==> src/rtl/half_pel_motion_comp_top_macros.svh <==
// assertion macros for the half-pel motion compensation block
// used by half_pel_motion_comp_top only
`ifndef HALF_PEL_MOTION_COMP_TOP_MACROS_SVH
`define HALF_PEL_MOTION_COMP_TOP_MACROS_SVH

// same-cycle implication, checked outside reset
`define HPMC_ASSERT_NOW(label, clk, rst, ante, cons) \
   label: assert property (@(posedge clk) disable iff (rst) (ante) |-> (cons)) \
      else $error("hpmc check failed");

// next-cycle implication, checked outside reset
`define HPMC_ASSERT_NEXT(label, clk, rst, ante, cons) \
   label: assert property (@(posedge clk) disable iff (rst) (ante) |=> (cons)) \
      else $error("hpmc check failed");

`endif

==> src/rtl/hpmc_pkg.sv <==
// shared types and constants for the half-pel motion compensation block
// no dependencies
`timescale 1ns / 1ps

package hpmc_pkg;

   localparam int PIX_W = 8;

   // register indexes on the csr port
   localparam logic [1:0] REG_BLOCK_WIDTH  = 2'd0;
   localparam logic [1:0] REG_BLOCK_HEIGHT = 2'd1;
   localparam logic [1:0] REG_HALF_PEL     = 2'd2;
   localparam logic [1:0] REG_AVERAGE      = 2'd3;

   // half-pel modes
   localparam logic [1:0] MODE_COPY = 2'd0;
   localparam logic [1:0] MODE_HORZ = 2'd1;
   localparam logic [1:0] MODE_VERT = 2'd2;
   localparam logic [1:0] MODE_BOTH = 2'd3;

   localparam logic [4:0] BLOCK_WIDTH_RESET  = 5'd16;
   localparam logic [4:0] BLOCK_HEIGHT_RESET = 5'd16;

   typedef struct packed {
      logic [PIX_W-1:0] cur;
      logic [PIX_W-1:0] left;
      logic [PIX_W-1:0] above;
      logic [PIX_W-1:0] above_left;
   } taps_type;

endpackage

==> src/rtl/hpmc_interp.sv <==
// interpolation and destination averaging for one prediction pixel
// depends on hpmc_pkg
`timescale 1ns / 1ps

module hpmc_interp
   import hpmc_pkg::*;
(
   input  taps_type         taps,
   input  logic [1:0]       mode,
   input  logic             average,
   input  logic [PIX_W-1:0] dest,
   output logic [PIX_W-1:0] pixel
);

   logic [PIX_W:0]   sum_h;
   logic [PIX_W:0]   sum_v;
   logic [PIX_W+1:0] sum_4;
   logic [PIX_W-1:0] interp;
   logic [PIX_W:0]   sum_d;

   always_comb begin
      sum_h = {1'b0, taps.left} + {1'b0, taps.cur} + (PIX_W+1)'(1);
      sum_v = {1'b0, taps.above} + {1'b0, taps.cur} + (PIX_W+1)'(1);
      sum_4 = {2'b00, taps.above_left} + {2'b00, taps.above}
            + {2'b00, taps.left} + {2'b00, taps.cur} + (PIX_W+2)'(2);
      unique case (mode)
         MODE_COPY: interp = taps.cur;
         MODE_HORZ: interp = sum_h[PIX_W:1];
         MODE_VERT: interp = sum_v[PIX_W:1];
         MODE_BOTH: interp = sum_4[PIX_W+1:2];
         default:   interp = taps.cur;
      endcase
      sum_d = {1'b0, interp} + {1'b0, dest} + (PIX_W+1)'(1);
      pixel = average ? sum_d[PIX_W:1] : interp;
   end

endmodule

==> src/rtl/half_pel_motion_comp_top.sv <==
// channel  | direction | tdata (low bit up)           | other
// req      | in        | ref_pixel, dest_pixel        | -
// rsp      | out       | pred_pixel                   | tlast = last_pixel
// csr      | apb       | 4 registers at 4*i           | pready tied high
//
// one item per cycle unless rsp stalls; each result goes through the tap stage, then the output register
// reset clears the line store, left and above-left taps, counters, valid flags and registers
// req_tready drops only when the tap stage and the output register are both full and rsp_tready is low
// with horizontal or vertical half-pel, items in the first window column or row update the taps and give no result
// depends on hpmc_pkg, hpmc_interp and the macros header
`timescale 1ns / 1ps

`include "half_pel_motion_comp_top_macros.svh"

module half_pel_motion_comp_top
   import hpmc_pkg::*;
#(
   parameter int MAX_BLOCK_WIDTH  = 16,
   parameter int MAX_BLOCK_HEIGHT = 16
) (
   input  logic        clock,
   input  logic        reset,
   input  logic        req_tvalid,
   output logic        req_tready,
   input  logic [15:0] req_tdata,   // ref_pixel, dest_pixel
   output logic        rsp_tvalid,
   input  logic        rsp_tready,
   output logic [7:0]  rsp_tdata,   // pred_pixel
   output logic        rsp_tlast,
   input  logic        csr_psel,
   input  logic        csr_penable,
   input  logic        csr_pwrite,
   input  logic [3:0]  csr_paddr,
   input  logic [31:0] csr_pwdata,
   output logic [31:0] csr_prdata,
   output logic        csr_pready
);

   localparam int ROW_DEPTH = MAX_BLOCK_WIDTH + 1;
   localparam int IW  = $clog2(ROW_DEPTH);
   localparam int CW  = $clog2(MAX_BLOCK_WIDTH + 2);
   localparam int RW  = $clog2(MAX_BLOCK_HEIGHT + 2);
   localparam int CMW = (CW > 5) ? CW : 5;
   localparam int CMH = (RW > 5) ? RW : 5;

   // registers
   logic [4:0] block_width_ff, block_width_in;
   logic [4:0] block_height_ff, block_height_in;
   logic [1:0] half_pel_ff, half_pel_in;
   logic       average_ff, average_in;

   // window state
   logic [PIX_W-1:0] row_store_ff [ROW_DEPTH];
   logic [PIX_W-1:0] left_ff, left_in;
   logic [PIX_W-1:0] above_left_ff, above_left_in;
   logic [CW-1:0]    col_ff, col_in;
   logic [RW-1:0]    row_ff, row_in;

   // tap stage
   logic             s1_valid_ff, s1_valid_in;
   taps_type         s1_taps_ff, s1_taps_in;
   logic [PIX_W-1:0] s1_dest_ff, s1_dest_in;
   logic             s1_last_ff, s1_last_in;

   // output register
   logic             rsp_valid_ff, rsp_valid_in;
   logic [PIX_W-1:0] rsp_pix_ff, rsp_pix_in;
   logic             rsp_last_ff, rsp_last_in;

   logic             cfg_wr;
   logic [1:0]       cfg_idx;
   logic             restart;
   logic             accept;
   logic             s1_go;
   logic             hx, hy;
   logic [CMW-1:0]   bw_ext;
   logic [CMH-1:0]   bh_ext;
   logic [CW-1:0]    eff_w, win_w, col_plus;
   logic [RW-1:0]    eff_h, win_h, row_plus;
   logic             col_end, row_end;
   logic             emit;
   logic [IW-1:0]    col_idx;
   logic [PIX_W-1:0] cur_pix, dest_pix, above_pix;
   logic [PIX_W-1:0] pix_out;

   // csr port
   assign csr_pready = 1'b1;
   assign cfg_wr  = csr_psel && csr_penable && csr_pwrite && csr_pready;
   assign cfg_idx = csr_paddr[3:2];

   always_comb begin
      block_width_in  = block_width_ff;
      block_height_in = block_height_ff;
      half_pel_in     = half_pel_ff;
      average_in      = average_ff;
      restart         = 1'b0;
      if (cfg_wr) begin
         unique case (cfg_idx)
            REG_BLOCK_WIDTH: begin
               block_width_in = csr_pwdata[4:0];
               restart = 1'b1;
            end
            REG_BLOCK_HEIGHT: begin
               block_height_in = csr_pwdata[4:0];
               restart = 1'b1;
            end
            REG_HALF_PEL: begin
               half_pel_in = csr_pwdata[1:0];
               restart = 1'b1;
            end
            REG_AVERAGE: average_in = csr_pwdata[0];
            default: average_in = average_ff;
         endcase
      end
   end

   always_comb begin
      unique case (cfg_idx)
         REG_BLOCK_WIDTH:  csr_prdata = {27'd0, block_width_ff};
         REG_BLOCK_HEIGHT: csr_prdata = {27'd0, block_height_ff};
         REG_HALF_PEL:     csr_prdata = {30'd0, half_pel_ff};
         REG_AVERAGE:      csr_prdata = {31'd0, average_ff};
         default:          csr_prdata = 32'd0;
      endcase
   end

   // window geometry
   assign hx     = half_pel_ff[0];
   assign hy     = half_pel_ff[1];
   assign bw_ext = CMW'(block_width_ff);
   assign bh_ext = CMH'(block_height_ff);

   always_comb begin
      if (bw_ext == '0) begin
         eff_w = CW'(1);
      end else if (bw_ext > CMW'(MAX_BLOCK_WIDTH)) begin
         eff_w = CW'(MAX_BLOCK_WIDTH);
      end else begin
         eff_w = CW'(bw_ext);
      end
      if (bh_ext == '0) begin
         eff_h = RW'(1);
      end else if (bh_ext > CMH'(MAX_BLOCK_HEIGHT)) begin
         eff_h = RW'(MAX_BLOCK_HEIGHT);
      end else begin
         eff_h = RW'(bh_ext);
      end
   end

   assign win_w    = eff_w + CW'(hx);
   assign win_h    = eff_h + RW'(hy);
   assign col_plus = col_ff + CW'(1);
   assign row_plus = row_ff + RW'(1);
   assign col_end  = col_plus >= win_w;
   assign row_end  = row_plus >= win_h;
   assign emit     = (col_ff >= CW'(hx)) && (row_ff >= RW'(hy));
   assign col_idx  = col_ff[IW-1:0];

   assign cur_pix   = req_tdata[7:0];
   assign dest_pix  = req_tdata[15:8];
   assign above_pix = row_store_ff[col_idx];

   // handshake
   assign s1_go      = !rsp_valid_ff || rsp_tready;
   assign req_tready = !s1_valid_ff || s1_go;
   assign accept     = req_tvalid && req_tready;

   always_comb begin
      left_in       = left_ff;
      above_left_in = above_left_ff;
      col_in        = col_ff;
      row_in        = row_ff;
      if (accept) begin
         left_in       = cur_pix;
         above_left_in = above_pix;
         if (col_end) begin
            col_in = '0;
            row_in = row_end ? '0 : row_plus;
         end else begin
            col_in = col_plus;
         end
      end
      if (restart) begin
         col_in = '0;
         row_in = '0;
      end
   end

   always_comb begin
      s1_valid_in = s1_valid_ff;
      s1_taps_in  = s1_taps_ff;
      s1_dest_in  = s1_dest_ff;
      s1_last_in  = s1_last_ff;
      if (s1_go) begin
         s1_valid_in = 1'b0;
      end
      if (accept && emit) begin
         s1_valid_in           = 1'b1;
         s1_taps_in.cur        = cur_pix;
         s1_taps_in.left       = left_ff;
         s1_taps_in.above      = above_pix;
         s1_taps_in.above_left = above_left_ff;
         s1_dest_in            = dest_pix;
         s1_last_in            = col_end && row_end;
      end
   end

   hpmc_interp u_interp (
      .taps    (s1_taps_ff),
      .mode    (half_pel_ff),
      .average (average_ff),
      .dest    (s1_dest_ff),
      .pixel   (pix_out)
   );

   always_comb begin
      rsp_valid_in = rsp_valid_ff;
      rsp_pix_in   = rsp_pix_ff;
      rsp_last_in  = rsp_last_ff;
      if (s1_go) begin
         rsp_valid_in = s1_valid_ff;
         rsp_pix_in   = pix_out;
         rsp_last_in  = s1_last_ff;
      end
   end

   always_ff @(posedge clock) begin
      if (reset) begin
         block_width_ff  <= BLOCK_WIDTH_RESET;
         block_height_ff <= BLOCK_HEIGHT_RESET;
         half_pel_ff     <= MODE_COPY;
         average_ff      <= 1'b0;
         left_ff         <= '0;
         above_left_ff   <= '0;
         col_ff          <= '0;
         row_ff          <= '0;
         s1_valid_ff     <= 1'b0;
         rsp_valid_ff    <= 1'b0;
         for (int i = 0; i < ROW_DEPTH; i++) begin
            row_store_ff[i] <= '0;
         end
      end else begin
         block_width_ff  <= block_width_in;
         block_height_ff <= block_height_in;
         half_pel_ff     <= half_pel_in;
         average_ff      <= average_in;
         left_ff         <= left_in;
         above_left_ff   <= above_left_in;
         col_ff          <= col_in;
         row_ff          <= row_in;
         s1_valid_ff     <= s1_valid_in;
         rsp_valid_ff    <= rsp_valid_in;
         if (accept) begin
            row_store_ff[col_idx] <= cur_pix;
         end
      end
   end

   always_ff @(posedge clock) begin
      s1_taps_ff  <= s1_taps_in;
      s1_dest_ff  <= s1_dest_in;
      s1_last_ff  <= s1_last_in;
      rsp_pix_ff  <= rsp_pix_in;
      rsp_last_ff <= rsp_last_in;
   end

   assign rsp_tvalid = rsp_valid_ff;
   assign rsp_tdata  = rsp_pix_ff;
   assign rsp_tlast  = rsp_last_ff;

   // checks
   `HPMC_ASSERT_NOW(a_col_in_window, clock, reset, 1'b1, col_ff < win_w)
   `HPMC_ASSERT_NEXT(a_tap_stage_holds, clock, reset, s1_valid_ff && !s1_go, s1_valid_ff)
   `HPMC_ASSERT_NEXT(a_wrap_after_last, clock, reset,
      accept && col_end && row_end && !cfg_wr, (col_ff == '0) && (row_ff == '0))

endmodule

==> config.mk <==
export PLATFORM = sky130hd
export DESIGN_NAME = half_pel_motion_comp_top
export DESIGN_NICKNAME = d
export VERILOG_FILES = /design/src/rtl/hpmc_pkg.sv /design/src/rtl/hpmc_interp.sv /design/src/rtl/half_pel_motion_comp_top.sv
export VERILOG_INCLUDE_DIRS = /design/src /design/src/rtl
export SDC_FILE = /design/constraint.sdc
export NUM_CORES = 1
export LEC_CHECK = 0
export ABC_AREA = 1
export ABC_CLOCK_PERIOD_IN_PS = 11400
export BUFFER_PORTS_ARGS = -buffer_cell sky130_fd_sc_hd__buf_2
export CORE_AREA = 2 2 152 265
export CTS_BUF_LIST = sky130_fd_sc_hd__clkbuf_8 sky130_fd_sc_hd__clkbuf_16
export DETAILED_ROUTE_END_ITERATION = 7
export DIE_AREA = 0 0 154 267
export PLACE_DENSITY = 0.63
export SYNTH_ARGS = -nofsm -noshare
export SYNTH_HDL_FRONTEND = slang
export SYNTH_SLANG_ARGS = --single-unit
==> constraint.sdc <==
create_clock -name clock -period 11.4 [get_ports clock]
set_clock_uncertainty 0.2 [all_clocks]
set_input_delay 1.71 -clock clock [delete_from_list [all_inputs] [get_ports clock]]
set_output_delay 1.71 -clock clock [all_outputs]
set_load 0.01 [all_outputs]
Word level (Yosys, flattened, before mapping)
Memories as Yosys holds them, arrays and structs flattened. A register that Yosys moved wholly into a read port is not among the register bits. Cells that the tools add are included.

Memories kept: 1. Bits in writable memories: 136. Word-level logic and storage cells: 91. Input bits: 59. Flip-flop bits (word level): 91. Output and inout port bits: 44.

Memory list: row_store_ff (depth 17, width 8, read ports 1, clocked after Yosys merged registers in 1, write ports 17, RTL line half_pel_motion_comp_top.sv:53) `logic [PIX_W-1:0] row_store_ff [ROW_DEPTH];`.

Multiplexer cells: 23. Reductions and logical operators: 23. $lt $le $gt $ge: 6. $add $sub $neg: 14. Equal/unequal tests: 6.

Operator list (count): $pmux 32 s4 (1); $mux 5 (9); $add 8x8->9 (4); $pmux 8 s4 (1); $add 9x1->9 const B (3); $add 10x8->10 (2); $mux 8 (2); $add 10x2->10 const B (1); $add 5x1->5 (2); $add 5x1->5 const B (2); $ge 5x1->1 (2); $ge 5x5->1 (2); $gt 5x5->1 const B (2); $logic_not 5->1 (2); $mux 1 (10); $reduce_and 2->1 (5); $eq 2x2->1 const B (4); $reduce_or 8->1 (1); $logic_and 1x1->1 (6); $eq 2x1->1 const B (2); $logic_not 2->1 (2); $reduce_or 3->1 (1); $logic_not 1->1 (2); $logic_or 1x1->1 (2); other kinds (2) (2).

Depth between registers and ports, before layout
Gate-level depths: netlist (run 1).

Word-level depth: 9. Gate-level depth with buffers: 30. Gate-level depth less buffers: 30.

By module
From an unflattened synthesis (run 1), not the netlist that was laid out.

Cell total of the unflattened synthesis: 1812. Area, all modules: 17396.7 µm².

Modules (own cells, without submodules): half_pel_motion_comp_top (instances 1, area each 15232.1 µm², cells each 1455); hpmc_interp (instances 1, area each 2164.6 µm², cells each 357).

Worst setup path before layout (run 1)
Ideal clock, no wire load.

Path kind: input -> register. Start: in rsp_tready. End: reg s1_dest_ff[0], enable pin. Cell stages on the path: 5. Required time: 10.708 ns. Arrival time: 5.130 ns. Path slack: 5.577 ns. Cells stage by stage: inv_1 > nand3_1 > nand2_1 > clkbuf_1 > nor3_1.

Cells in the longest elaborated chain, start to end: 4.

RTL lines: start: declaration (RTL line half_pel_motion_comp_top.sv:27) `input logic rsp_tready,`; $logic_or 1x1->1 (RTL line half_pel_motion_comp_top.sv:164) `assign s1_go = !rsp_valid_ff || rsp_tready;`; $logic_or 1x1->1 (RTL line half_pel_motion_comp_top.sv:165) `assign req_tready = !s1_valid_ff || s1_go;`; net req_tready (RTL line half_pel_motion_comp_top.sv:24) `output logic req_tready,`; $logic_and 1x1->1 (RTL line half_pel_motion_comp_top.sv:166) `assign accept = req_tvalid && req_tready;`; $logic_and 1x1->1 (RTL line half_pel_motion_comp_top.sv:197) `if (accept && emit) begin`; end signal: assignment (RTL line half_pel_motion_comp_top.sv:261) `s1_dest_ff <= s1_dest_in;`; end: declaration (RTL line half_pel_motion_comp_top.sv:62) `logic [PIX_W-1:0] s1_dest_ff, s1_dest_in;`.

The timed path passes the listed nets, and every way through them passes these cells. A chain may end at the register's enable or synchronous reset.

Final worst setup path (run 1)
Start: reg s1_taps_ff[8] (netlist name). End: reg rsp_pix_ff[5], in the netlist rsp_tdata[5], data pin.

Cells in the longest elaborated chain, start to end: 8. Elaborated cells between the ends (all ways): 10.

RTL lines: start: declaration (RTL line half_pel_motion_comp_top.sv:61) `taps_type s1_taps_ff, s1_taps_in;`; start signal: assignment (RTL line half_pel_motion_comp_top.sv:260) `s1_taps_ff <= s1_taps_in;`; $add 8x8->9 (RTL line hpmc_interp.sv:24) `sum_4 = {2'b00, taps.above_left} + {2'b00, taps.above}`; $add 10x8->10 (2 in a row) (RTL line hpmc_interp.sv:25) `+ {2'b00, taps.left} + {2'b00, taps.cur} + (PIX_W+2)'(2);`; $add 10x2->10 (RTL line hpmc_interp.sv:25); $pmux 8 s4 * (RTL line hpmc_interp.sv:26) `unique case (mode)`; $add 8x8->9 (RTL line hpmc_interp.sv:33) `sum_d = {1'b0, interp} + {1'b0, dest} + (PIX_W+1)'(1);`; $add 9x1->9 (RTL line hpmc_interp.sv:33); $mux 8 * (RTL line hpmc_interp.sv:34) `pixel = average ? sum_d[PIX_W:1] : interp;`; net pix_out[5] (RTL line half_pel_motion_comp_top.sv:84) `logic [PIX_W-1:0] pix_out;`; end signal: assignment (RTL line half_pel_motion_comp_top.sv:263) `rsp_pix_ff <= rsp_pix_in;`; end: declaration (RTL line half_pel_motion_comp_top.sv:67) `logic [PIX_W-1:0] rsp_pix_ff, rsp_pix_in;`.

The timed path passes the listed nets; every way through them passes the cells marked *.

==> summary.md, run 1 <==
| Metric | Value |
|---|---|
| Outcome | completed |
| Sequential cell area | 0.0101 mm^2 |
| CP Capture Type | flop |
| Post-CTS setup buffers | 0 |
| IO Pins | 103 |
| Mapped Area | 0.0173 mm^2 |
| Worst R2R Start | s1_taps_ff[8]$_DFFE_PP_ |
| N_diodes | 0 |
| Worst Setup Path Type | flop to flop |
| Post_cts resized | 0 |
| Max-slew violation count | 0 |
| Routability cong. | 0.903 |
| DRC Markers | 0 |
| Internal reg-to-reg setup slack | 6230 ps |
| Crit path from | s1_taps_ff[8]$_DFFE_PP_ |
| Per-cell routed wire length | 19.9 um |
| Netlist cell types | 44 |
| Nets | 1845 |
| # hold bufs at CTS | 0 |
| Final std cells w/o fill | 2230 |
| Synth Flop Type | edfxtp_1 |
| Worst-case clock buffer depth | 3 |
| Power Dens Cells | 173 mW/mm^2 |
| CTS buffer count | 31 |
| Worst IR Drop VDD | 0.0863 mV |
| Switching power | 0.000938 W |
| Critical path startpoint category | flop |
| Relative slew slack | 32.8% |
| Antenna Nets Post-Route | 0 |
| Comb pwr share | 20.1% |
| Commonest non-fill, non-tap cell in the layout | edfxtp_1 |
| CTS clk-pin slew, worst paths | 70 ps |
| FF+latch count, synth | 352 |
| Min-delay worst type | flop to flop |
| Sequential Power Share | 46.2% |
| Core Box Area | 0.0390 mm^2 |
| Die Wd | 154 um |
| Multi-input gate area | 0.00612 mm^2 |
| Area grow syn2layout | 8.72% |
| Achievable Freq | 193 MHz |
| Worst-skew pair later-pin latency | 580 ps |
| DR vias | 12300 |
| Max FO, Critical Path | 5 |
| Worst setup path end | rsp_tdata[5]$_DFFE_PP_ |
| Cells after Synth | 1702 |
| Initial DRC count | 873 |
| Worst slew pin tran | 1010 ps |
| Clk sinks | 352 |
| Final critical-path required period | 5170 ps |
| FFs w/ async S/R, synth | 0% |
| Cell total after placement | 2172 |
| H-tree levels | 1 |
| Static Leak | 7.40 nW |
| WP data required | 11540 ps |
| Max_cap viols | 0 |
| Setup TNS | 0 ps |
| Clock power frac | 33.7% |
| Syn Area/Cell | 10.1 um^2 |
| Sequential area share after synthesis | 58.6% |
| Root buffer cell | clkbuf_16 |
| DR vias/cell | 5.50 |
| DRT Pass-1 Iters | 5 |
| Worst r2r path cells | 22 |
| # fillers | 3555 |
| First-pass GRT wire length | 67.3 mm |
| Final Setup Violations | 0 |
| Min-delay src | s1_last_ff$_DFFE_PP_ |
| Final Hold Fails | 0 |
| Initial antenna violation count | 1 |
| Largest net degree at the start of global routing | 93 |
| Crit path DAT | 5310 ps |
| Vias in the first global route | 12500 |
| Initial Util | 44.2% |
| IO buf count | 45 |
| Height of the die | 267 um |
| Cell internal pwr | 0.00231 W |
| DRT Wirelength | 44.4 mm |
| Commonest cells after routing, fill and taps aside | edfxtp_1 (306), nor2_1 (293), nand2_1 (238), inv_1 (140), nand3_1 (113) |
| Ys Warns | 0 |
| Reg-to-reg endpoint | rsp_tdata[5]$_DFFE_PP_ |
| Unrepaired setup endpoints after global routing | no |
| Grt ovf | 0 |
| DP HPWL | 32.4 mm |
| Overall Global Routing Usage | 21.4% |
| Sw Share | 28.9% |
| CTS tree | built |
| Die area | 0.0411 mm^2 |
| Period utilization | 45.4% |
| Number of enable flip-flop cells after synthesis | 306 |
| Share of cells above drive strength 1 | 6.67% |
| Rows | 96 |
state kept, by name, indices dropped and copies added (netlist names), named ones only:
| signal | count |
|---|---|
| half_pel_ff | 2 |
| rsp_tlast | 1 |
| left_ff | 8 |
| average_ff | 1 |
| bh_ext | 5 |
| rsp_tvalid | 1 |
| s1_taps_ff | 32 |
| rsp_tdata | 8 |
| row_ff | 5 |
| block_width_ff | 5 |
| row_store_ff | 256 |
| s1_dest_ff | 8 |
| s1_last_ff | 1 |
| above_left_ff | 8 |
| s1_valid_ff | 1 |
| col_ff | 5 |
worst min path at each step:
stage                           to  slack, ps  depth (start not counted)
6_report       rsp_tlast$_DFFE_PP_        220                          0
5_1_grt        rsp_tlast$_DFFE_PP_        230                          0
4_1_cts        rsp_tlast$_DFFE_PP_        220                          0
3_5_place_dp   rsp_tlast$_DFFE_PP_        210                          0
3_3_place_gp   rsp_tlast$_DFFE_PP_        210                          0
2_1_floorplan  rsp_tlast$_DFFE_PP_        200                          0
layout make-up:
| type | count | area share [%] |
|---|---|---|
| repair buffers | 53 | 1.52 |
| clock buffers | 34 | 4.36 |
| inverters | 148 | 2.97 |
| well taps | 490 | 3.27 |
| flip-flops and latches | 352 | 53.9 |
| clock inverters | 24 | 1.31 |
| multi-input cells | 1129 | 32.6 |
synthesized netlist by cell type, types with 17 or more instances:
cell type	n	area (um^2)
o221ai_1	41	359
nand3_1	113	566
nand4_1	17	106
nand2_1	238	893
dfxtp_1	46	921
a21oi_1	76	380
o21bai_1	50	375
o21ai_0	83	415
inv_1	133	499
o21ai_1	20	100
ha_1	60	751
buf_4	39	293
nor2_1	293	1100
edfxtp_1	306	9190
clkbuf_1	38	143
routing by layer:
layer | GRT usage, % | vias up | wire length, um
li1 | - | 5901 | -
met1 | 19.0 | 5878 | 13900
met5 | 0 | - | 13
met4 | 15.1 | 2 | 3470
met2 | 43.8 | 349 | 25100
met3 | 2.13 | 133 | 1840
critical path, cell delays in order, from the launching register on:
cell and delay (ps):
edfxtp_1 340, ha_1 160, inv_1 50, fa_1 400, o21ai_0 440, xnor2_1 170
fa_1 500, inv_1 40, ha_1 340, nand2_1 70, inv_1 70, nand2_1 90
o211ai_1 110, nand3_1 90, nor2_1 460, inv_1 100, ha_1 360, a31oi_1 370
o21ai_0 140, nand2_1 70, nand2_1 60, o21ai_0 220, nand2_1 80
cells by family (layout without fill, tap and decap cells):
group | count (synthesis) | count (layout) | synth area share [%]
AO/OA/AOI/OAI | 327 | 327 | 12.0
XOR/XNOR | 16 | 16 | 0.812
adder cells (fa/ha/maj) | 71 | 71 | 5.63
buffers and inverters | 247 | 259 | 6.53
flip-flops | 352 | 352 | 58.6
other | 2 | 28 | 0.0435
AND/OR/NAND/NOR | 687 | 687 | 16.4
through the flow:
stage	total power [W]	util [%]	hold slack, ps	worst slack [ps]	area (um^2)
after global routing	0.00340	48.1	231	5860	18800
after detailed placement	0.00218	45.3	207	6310	17700
after global placement	0.00216	45.3	206	6260	17700
after CTS	0.00326	48.1	223	6340	18800
final	0.00324	48.1	221	6230	18800
after floorplan	0.00200	-	200	5580	17400
power groups by stage:
| stage | clock [W] | sequential (W) | combinational [W] |
|---|---|---|---|
| floorplan | 0 | 0.00151 | 0.000494 |
| global placement | 0 | 0.00153 | 0.000635 |
| detailed placement | 0 | 0.00153 | 0.000648 |
| CTS | 0.00111 | 0.00150 | 0.000651 |
| global route | 0.00115 | 0.00151 | 0.000740 |
| finish | 0.00109 | 0.00150 | 0.000652 |
Note: power is estimated with default switching activity, not from simulation.
==> run 2: changes to the inputs <==
--- a/config.mk
+++ b/config.mk
@@ -6,13 +6,13 @@
 export SDC_FILE = /design/constraint.sdc
 export NUM_CORES = 1
 export LEC_CHECK = 0
-export ABC_AREA = 1
-export ABC_CLOCK_PERIOD_IN_PS = 11400
+export ABC_AREA = 0
+export ABC_CLOCK_PERIOD_IN_PS = 4800
 export BUFFER_PORTS_ARGS = -buffer_cell sky130_fd_sc_hd__buf_2
-export CORE_AREA = 2 2 152 265
+export CORE_AREA = 2 2 151 263
 export CTS_BUF_LIST = sky130_fd_sc_hd__clkbuf_8 sky130_fd_sc_hd__clkbuf_16
 export DETAILED_ROUTE_END_ITERATION = 7
-export DIE_AREA = 0 0 154 267
+export DIE_AREA = 0 0 153 265
 export PLACE_DENSITY = 0.63
 export SYNTH_ARGS = -nofsm -noshare
 export SYNTH_HDL_FRONTEND = slang
==> constraint.sdc (replaced) <==
create_clock -name clock -period 4.8 [get_ports clock]
set_clock_uncertainty 0.2 [all_clocks]
set_input_delay 0.72 -clock clock [delete_from_list [all_inputs] [get_ports clock]]
set_output_delay 0.72 -clock clock [all_outputs]
set_load 0.01 [all_outputs]
==> run 2 against run 1 <==
The run now ends with negative setup slack left. Maximum frequency increased by 4.0%. Worst setup slack lost 6400 ps. Global-route usage is 2.2 points lower. First-iteration DRC count decreased by 35%. Largest cell class unchanged.
==> summary.md, run 2 <==
| Metric | Value |
|---|---|
| IO Pins | 103 |
| Netlist cell types | 63 |
| Mapped Area | 0.0171 mm^2 |
| Final worst slack | -172 ps |
| IO buf count | 45 |
| Outcome | complete, but fails checks |
| Crit path from | s1_taps_ff[8]$_DFFE_PP_ |
| Cell total after placement | 1768 |
| Yosys top cell area share | 53.8% |
| CP Capture Type | flop |
| Design Area, Final | 0.0195 mm^2 |
| Max FFs per register | 256 |
| Routability cong. | 0.837 |
| Max-slew violation count | 0 |
| Highest signal layer in the routed design | met4 |
| DP HPWL | 27.4 mm |
| Antenna Nets Post-Route | 0 |
| Area grow syn2layout | 14.4% |
| WL met3 | 1.15 mm |
| Height of the die | 265 um |
| Critical path startpoint category | flop |
| Worst Setup Path Type | flop to flop |
| Initial antenna violation count | 0 |
| H-tree levels | 1 |
| Internal reg-to-reg setup slack | -170 ps |
| Final std cells w/o fill | 1837 |
| Worst slew pin tran | 965 ps |
| Count leader, synth | edfxtp_1 |
| Sequential area share after synthesis | 59.1% |
| Clk sinks | 352 |
| Total power draw | 0.00752 W |
| Grt ovf | 0 |
| N_diodes | 0 |
| Rows | 95 |
| Post-layout util | 50.9% |
| Worst r2r path cells | 29 |
| Worst setup path end | rsp_tdata[6]$_DFFE_PP_ |
| Ys Warns | 0 |
| FF+latch count, synth | 352 |
| Core Box Area | 0.0384 mm^2 |
| Min-delay worst type | input pin to flop |
| CP max-delay cell | edfxtp_1 |
| Worst-skew pair later-pin latency | 580 ps |
| Relative slew slack | 35.2% |
| Crit-path most repeated cell | buf_4 |
| Final Hold Fails | 0 |
| Crit path DAT | 5160 ps |
| # hold bufs at CTS | 0 |
| Number of enable flip-flop cells after synthesis | 306 |
| CTS clk-pin slew, worst paths | 70 ps |
| CTS tree | built |
| Worst-case clock buffer depth | 3 |
| M1 WL | 13.5 mm |
| Power Dens Cells | 385 mW/mm^2 |
| Hold path cells | 1 |
| Max_cap viols | 0 |
| Nets | 1458 |
| CTS buffer count | 31 |
| Die area | 0.0405 mm^2 |
| Commonest non-fill, non-tap cell in the layout | edfxtp_1 |
| DR vias/cell | 5.42 |
| Commonest cells after routing, fill and taps aside | edfxtp_1 (306), and2_1 (138), nor2_1 (93), mux4_2 (82), buf_4 (62) |
| CP max stage delay | 400 ps |
| Initial DRC count | 567 |
| Failing checks | negative setup slack |
| Initial Util | 44.5% |
| Root buffer cell | clkbuf_16 |
| FFs w/ async S/R, synth | 0% |
| DR vias | 9949 |
| Worst IR Drop VDD | 0.241 mV |
| Static Leak | 7.20 nW |
| Per-cell routed wire length | 21.2 um |
| Period utilization | 104% |
| Vias in the first global route | 10600 |
| Synth Flop Type | edfxtp_1 |
| Final critical-path required period | 4970 ps |
| DRT Pass-1 Iters | 5 |
| WP data required | 4990 ps |
| Syn Area/Cell | 13.8 um^2 |
| Max FO, Critical Path | 2 |
| Die Wd | 153 um |
| Top reg by flops | row_store_ff |
| Met2 wire len | 23.1 mm |
| Final Setup Violations | 3 |
| Placed standard-cell area | 0.0180 mm^2 |
| First-pass GRT wire length | 59.8 mm |
| Overall Global Routing Usage | 19.2% |
| DRT Wirelength | 39.0 mm |
| Share of cells above drive strength 1 | 24.3% |
| DRC Markers | 0 |
| Achievable Freq | 201 MHz |
| Unrepaired setup endpoints after global routing | yes |
| Cells after Synth | 1235 |
| Top Registers | row_store_ff: 256 flops, s1_taps_ff: 32 flops |
| Post-synth top area cell | edfxtp_1 |
| Reg-to-reg endpoint | rsp_tdata[6]$_DFFE_PP_ |
| WHS | 118 ps |
| Commonest cells in the netlist | edfxtp_1 (306), and2_1 (139), nor2_1 (93), mux4_2 (82), inv_1 (63) |
| Largest net degree at the start of global routing | 50 |
| Worst R2R Start | s1_taps_ff[8]$_DFFE_PP_ |
| Area contributors post-synth | edfxtp_1 (54%), mux4_2 (11%), dfxtp_1 (5.4%), and2_1 (5.1%), ha_1 (4.4%) |
## run 2: cell count changes after synthesis, sizes merged, moves of 14 or more
cell    before  now
a21oi       78   51
and2         3  139
buf         61   43
inv        136   63
mux2i        0   14
mux4         0   82
nand2      238   56
nand3      113   19
nor2       296   93
o21ai      103   23
o21bai      50    3
o221ai      41    1
xnor2        5   19
## run 2: worst min-delay path by stage
| stage | slack [ps] | endpoint | start |
|---|---|---|---|
| 5_1_grt | 100 | s1_dest_ff[3]$_DFFE_PP_ | req_tdata[11] |
| 2_1_floorplan | 200 | rsp_tlast$_DFFE_PP_ | s1_last_ff$_DFFE_PP_ |
| 6_report | 120 | s1_dest_ff[3]$_DFFE_PP_ | req_tdata[11] |
| 3_3_place_gp | 210 | rsp_tlast$_DFFE_PP_ | s1_last_ff$_DFFE_PP_ |
| 4_1_cts | 90 | s1_dest_ff[3]$_DFFE_PP_ | req_tdata[11] |
| 3_5_place_dp | 210 | rsp_tlast$_DFFE_PP_ | s1_last_ff$_DFFE_PP_ |
## run 2: area by class of cell
class | instances | area, um^2
clock inverters | 25 | 320
flip-flops and latches | 352 | 10100
inverters | 63 | 236
multi-input cells | 770 | 6740
clock buffers | 32 | 790
repair buffers | 110 | 742
fillers | 3190 | 18800
well taps | 485 | 607
## run 2: per-stage QoR
| stage | setup WS (ps) | setup TNS, ps |
|---|---|---|
| floorplan | 4.74 | 0 |
| global placement | -359 | -1230 |
| detailed placement | -462 | -1600 |
| CTS | -248 | -603 |
| global route | -376 | -1360 |
| finish | -172 | -352 |
## run 2: worst max-delay path: cells and delay by family, from the launching register on
family / cells / cell delay, ps
buffers and inverters: 12 / 1370
AOI/OAI and AO/OA: 6 / 1160
adders and majority gates: 4 / 940
DFF: 1 / 400
and+or+nand+nor: 7 / 700
## run 2: timing repair
action,CTS,global route
pin swaps,18,25
setup endpoints to repair,5,6
setup buffers,11,2
endpoints found under the hold margin,0,0
gates resized for setup,36,31
## run 2: layer usage
metal / track usage [%] / vias to the layer above
li1: - / 4686
met1: 19.2 / 4976
met2: 40.0 / 219
met3: 1.91 / 68
met4: 6.48 / 0
met5: 0 / -
## run 2: where the power goes
part	leakage, nW	switching [W]	internal, W
registers	3.37	0.0000723	0.00342
logic	3.29	0.000680	0.000637
clock network	0.549	0.00113	0.00158
total	7.20	0.00188	0.00564
## run 2: cells by family after synthesis
family,Yosys count,share of synthesized area [%]
muxes,106,12.3
other,2,0.0439
adders and majority gates,71,5.68
buffers and inverters,139,3.95
DFF,352,59.1
and+or+nand+nor,398,12.3
AOI/OAI and AO/OA,137,5.07
xor gates and xnor gates,30,1.54
==> run 3: changes to the inputs <==
--- a/config.mk
+++ b/config.mk
@@ -14,6 +14,8 @@
 export DETAILED_ROUTE_END_ITERATION = 7
 export DIE_AREA = 0 0 153 265
 export PLACE_DENSITY = 0.63
+export RECOVER_POWER = 100
+export SKIP_CTS_REPAIR_TIMING = 1
 export SYNTH_ARGS = -nofsm -noshare
 export SYNTH_HDL_FRONTEND = slang
 export SYNTH_SLANG_ARGS = --single-unit
==> run 3 against run 2 <==
The flow finishes with violations (max-capacitance violations, max-slew violations, negative setup slack). Sequential cell count stayed put. Worst hold slack gained 0.90 ps. Utilization shrank 0.47 points. Register-to-register slack worse by 40 ps. Final area shrank 0.92%. Global-route usage down 0.16 points. Count of clock-buffer cells in the layout unchanged. Die area unchanged. Non-clock buffer count decreased by 9. Total power shrank 0.31%. Critical path type unchanged. Combinational power barely moved. Clock power hardly changed.
==> summary.md, run 3 (same netlist as run 2, synthesis figures left out) <==
| Metric | Value |
|---|---|
| Worst Setup Path Type | flop to flop |
| Final std cells w/o fill | 1828 |
| Min-delay worst type | input pin to flop |
| Pre-CTS WS | -462 ps |
| Die area | 0.0405 mm^2 |
| Overall Global Routing Usage | 19.0% |
| Commonest cells after routing, fill and taps aside | edfxtp_1 (306), nor2_1 (93), and2_0 (90), mux4_2 (82), inv_1 (59) |
| CTS clk-pin slew, worst paths | 70 ps |
| Rows | 95 |
| Die Wd | 153 um |
| Top Family by Delay on Critical Path | compound AO/OA/AOI/OAI gates |
| CTS tree | built |
| Worst path cell trace | ha_1 -> a21o_1 -> a21oi_2 -> nand2b_4 -> a21boi_2 -> o41a_1 -> xnor2_2 -> fa_1 -> inv_2 -> ha_4 -> and3_1 -> a31oi_1 -> buf_4 -> a221oi_2 -> buf_4 -> nand2_2 -> ha_4 -> and4_4 -> buf_4 -> nand3_2 -> and2_4 -> a221oi_2 |
| Internal reg-to-reg setup slack | -210 ps |
| Initial Util | 44.5% |
| Core Box Area | 0.0384 mm^2 |
| Static Leak | 6.93 nW |
| Largest net degree at the start of global routing | 50 |
| Power Dens Cells | 387 mW/mm^2 |
| Area grow syn2layout | 13.3% |
| Max-slew violation count | 321 |
| Antenna Nets Post-Route | 0 |
| Critical path startpoint category | flop |
| Crit path from | s1_taps_ff[9]$_DFFE_PP_ |
| Worst setup path end | rsp_tdata[6]$_DFFE_PP_ |
| Vias in the first global route | 10500 |
| Final worst slack | -208 ps |
| DRT Pass-1 Iters | 5 |
| Top Registers | row_store_ff: 256 flops, s1_taps_ff: 32 flops |
| Worst-case clock buffer depth | 3 |
| Grt ovf | 0 |
| Max_cap viols | 9 |
| Reg-to-reg endpoint | rsp_tdata[6]$_DFFE_PP_ |
| IO Pins | 103 |
| Per-cell routed wire length | 21.2 um |
| Period utilization | 104% |
| Final critical-path required period | 5010 ps |
| Routability cong. | 0.837 |
| CP Capture Type | flop |
| H-tree levels | 1 |
| Critical path depth in cells | 22 |
| Setup TNS | -399 ps |
| Cell total after placement | 1768 |
| CP max stage delay | 500 ps |
| Post-layout util | 50.4% |
| CTS buffer count | 31 |
| First-pass GRT wire length | 59.3 mm |
| Relative slew slack | -49.5% |
| WP buf/inv | 4 |
| Worst-skew pair later-pin latency | 590 ps |
| Crit-path most repeated cell | buf_4 |
| Initial antenna violation count | 0 |
| DR vias/cell | 5.39 |
| Worst r2r path cells | 22 |
| DRC Markers | 0 |
| Final Hold Fails | 0 |
| DP HPWL | 27.4 mm |
| N_diodes | 0 |
| Crit path DAT | 5190 ps |
| DRT Wirelength | 38.7 mm |
| Outcome | complete, but fails checks |
| Worst R2R Start | s1_taps_ff[9]$_DFFE_PP_ |
| Failing checks | max-capacitance violations, max-slew violations, negative setup slack |
| Max FFs per register | 256 |
| Achievable Freq | 200 MHz |
| Share of cells above drive strength 1 | 19.7% |
| Final Setup Violations | 3 |
| Top reg by flops | row_store_ff |
| Nets | 1449 |
| Clk sinks | 352 |
| WP data required | 4980 ps |
| Root buffer cell | clkbuf_16 |
| Unrepaired setup endpoints after global routing | yes |
| Max FO, Critical Path | 4 |
| Initial DRC count | 603 |
| IO buf count | 45 |
| Commonest non-fill, non-tap cell in the layout | edfxtp_1 |
| CP max-delay cell | fa_1 |
| Height of the die | 265 um |
| DR vias | 9853 |
| Worst slew pin tran | 2240 ps |
| Worst IR Drop VDD | 0.240 mV |
run 3: cell types whose count changed in the layout (fill, tap and decap cells not counted), sizes merged:
cell    change
buf        -42
clkbuf     +33
run 3: stage by stage:
stage	cell area [um^2]	hold slack [ps]	power (W)
6_report	19400	119	0.00749
3_3_place_gp	18000	209	0.00469
5_1_grt	19400	103	0.00776
2_1_floorplan	17200	200	0.00427
4_1_cts	19100	92.6	0.00740
3_5_place_dp	18000	211	0.00471
run 3: worst min path at each step:
stage                         startpoint  depth (start not counted)                      end
global route               req_tdata[11]                          1  s1_dest_ff[3]$_DFFE_PP_
floorplan           s1_last_ff$_DFFE_PP_                          0      rsp_tlast$_DFFE_PP_
global placement    s1_last_ff$_DFFE_PP_                          0      rsp_tlast$_DFFE_PP_
CTS                        req_tdata[11]                          1  s1_dest_ff[3]$_DFFE_PP_
finish                      req_tdata[8]                          1  s1_dest_ff[0]$_DFFE_PP_
detailed placement  s1_last_ff$_DFFE_PP_                          0      rsp_tlast$_DFFE_PP_
run 3: layout make-up:
cell class                 instances  area, um^2
fill                            3220       19000
timing repair buffer             101         609
clock inverter                    25         320
clock buffer                      32         790
tap                              485         607
inverter                          63         236
sequential                       352       10100
multi-input combinational        770        6690
run 3: worst register-to-register path, stage by stage, from the launching register on:
cell      delay [ps]
edfxtp_1         390
ha_1             300
a21o_1           170
a21oi_2          140
nand2b_4         140
a21boi_2          70
o41a_1           450
xnor2_2          160
fa_1             500
inv_2             50
ha_4             280
and3_1           140
a31oi_1          100
buf_4            150
a221oi_2         210
buf_4            160
nand2_2           70
ha_4             270
and4_4           230
buf_4            110
nand3_2           80
and2_4           170
a221oi_2         280
run 3: power breakdown:
part | switching, W | leakage, nW | internal [W]
Clock | 0.00113 | 0.549 | 0.00158
Sequential | 0.0000716 | 3.37 | 0.00342
Combinational | 0.000675 | 3.01 | 0.000618
Total | 0.00187 | 6.93 | 0.00562
run 3: metal layers:
layer	routed length (um)	track usage [%]	part of all wire [%]
met3	1410	1.95	3.6
met4	1200	6.48	3.1
met5	0	0	0
met1	13000	19.1	34
met2	23100	39.6	60
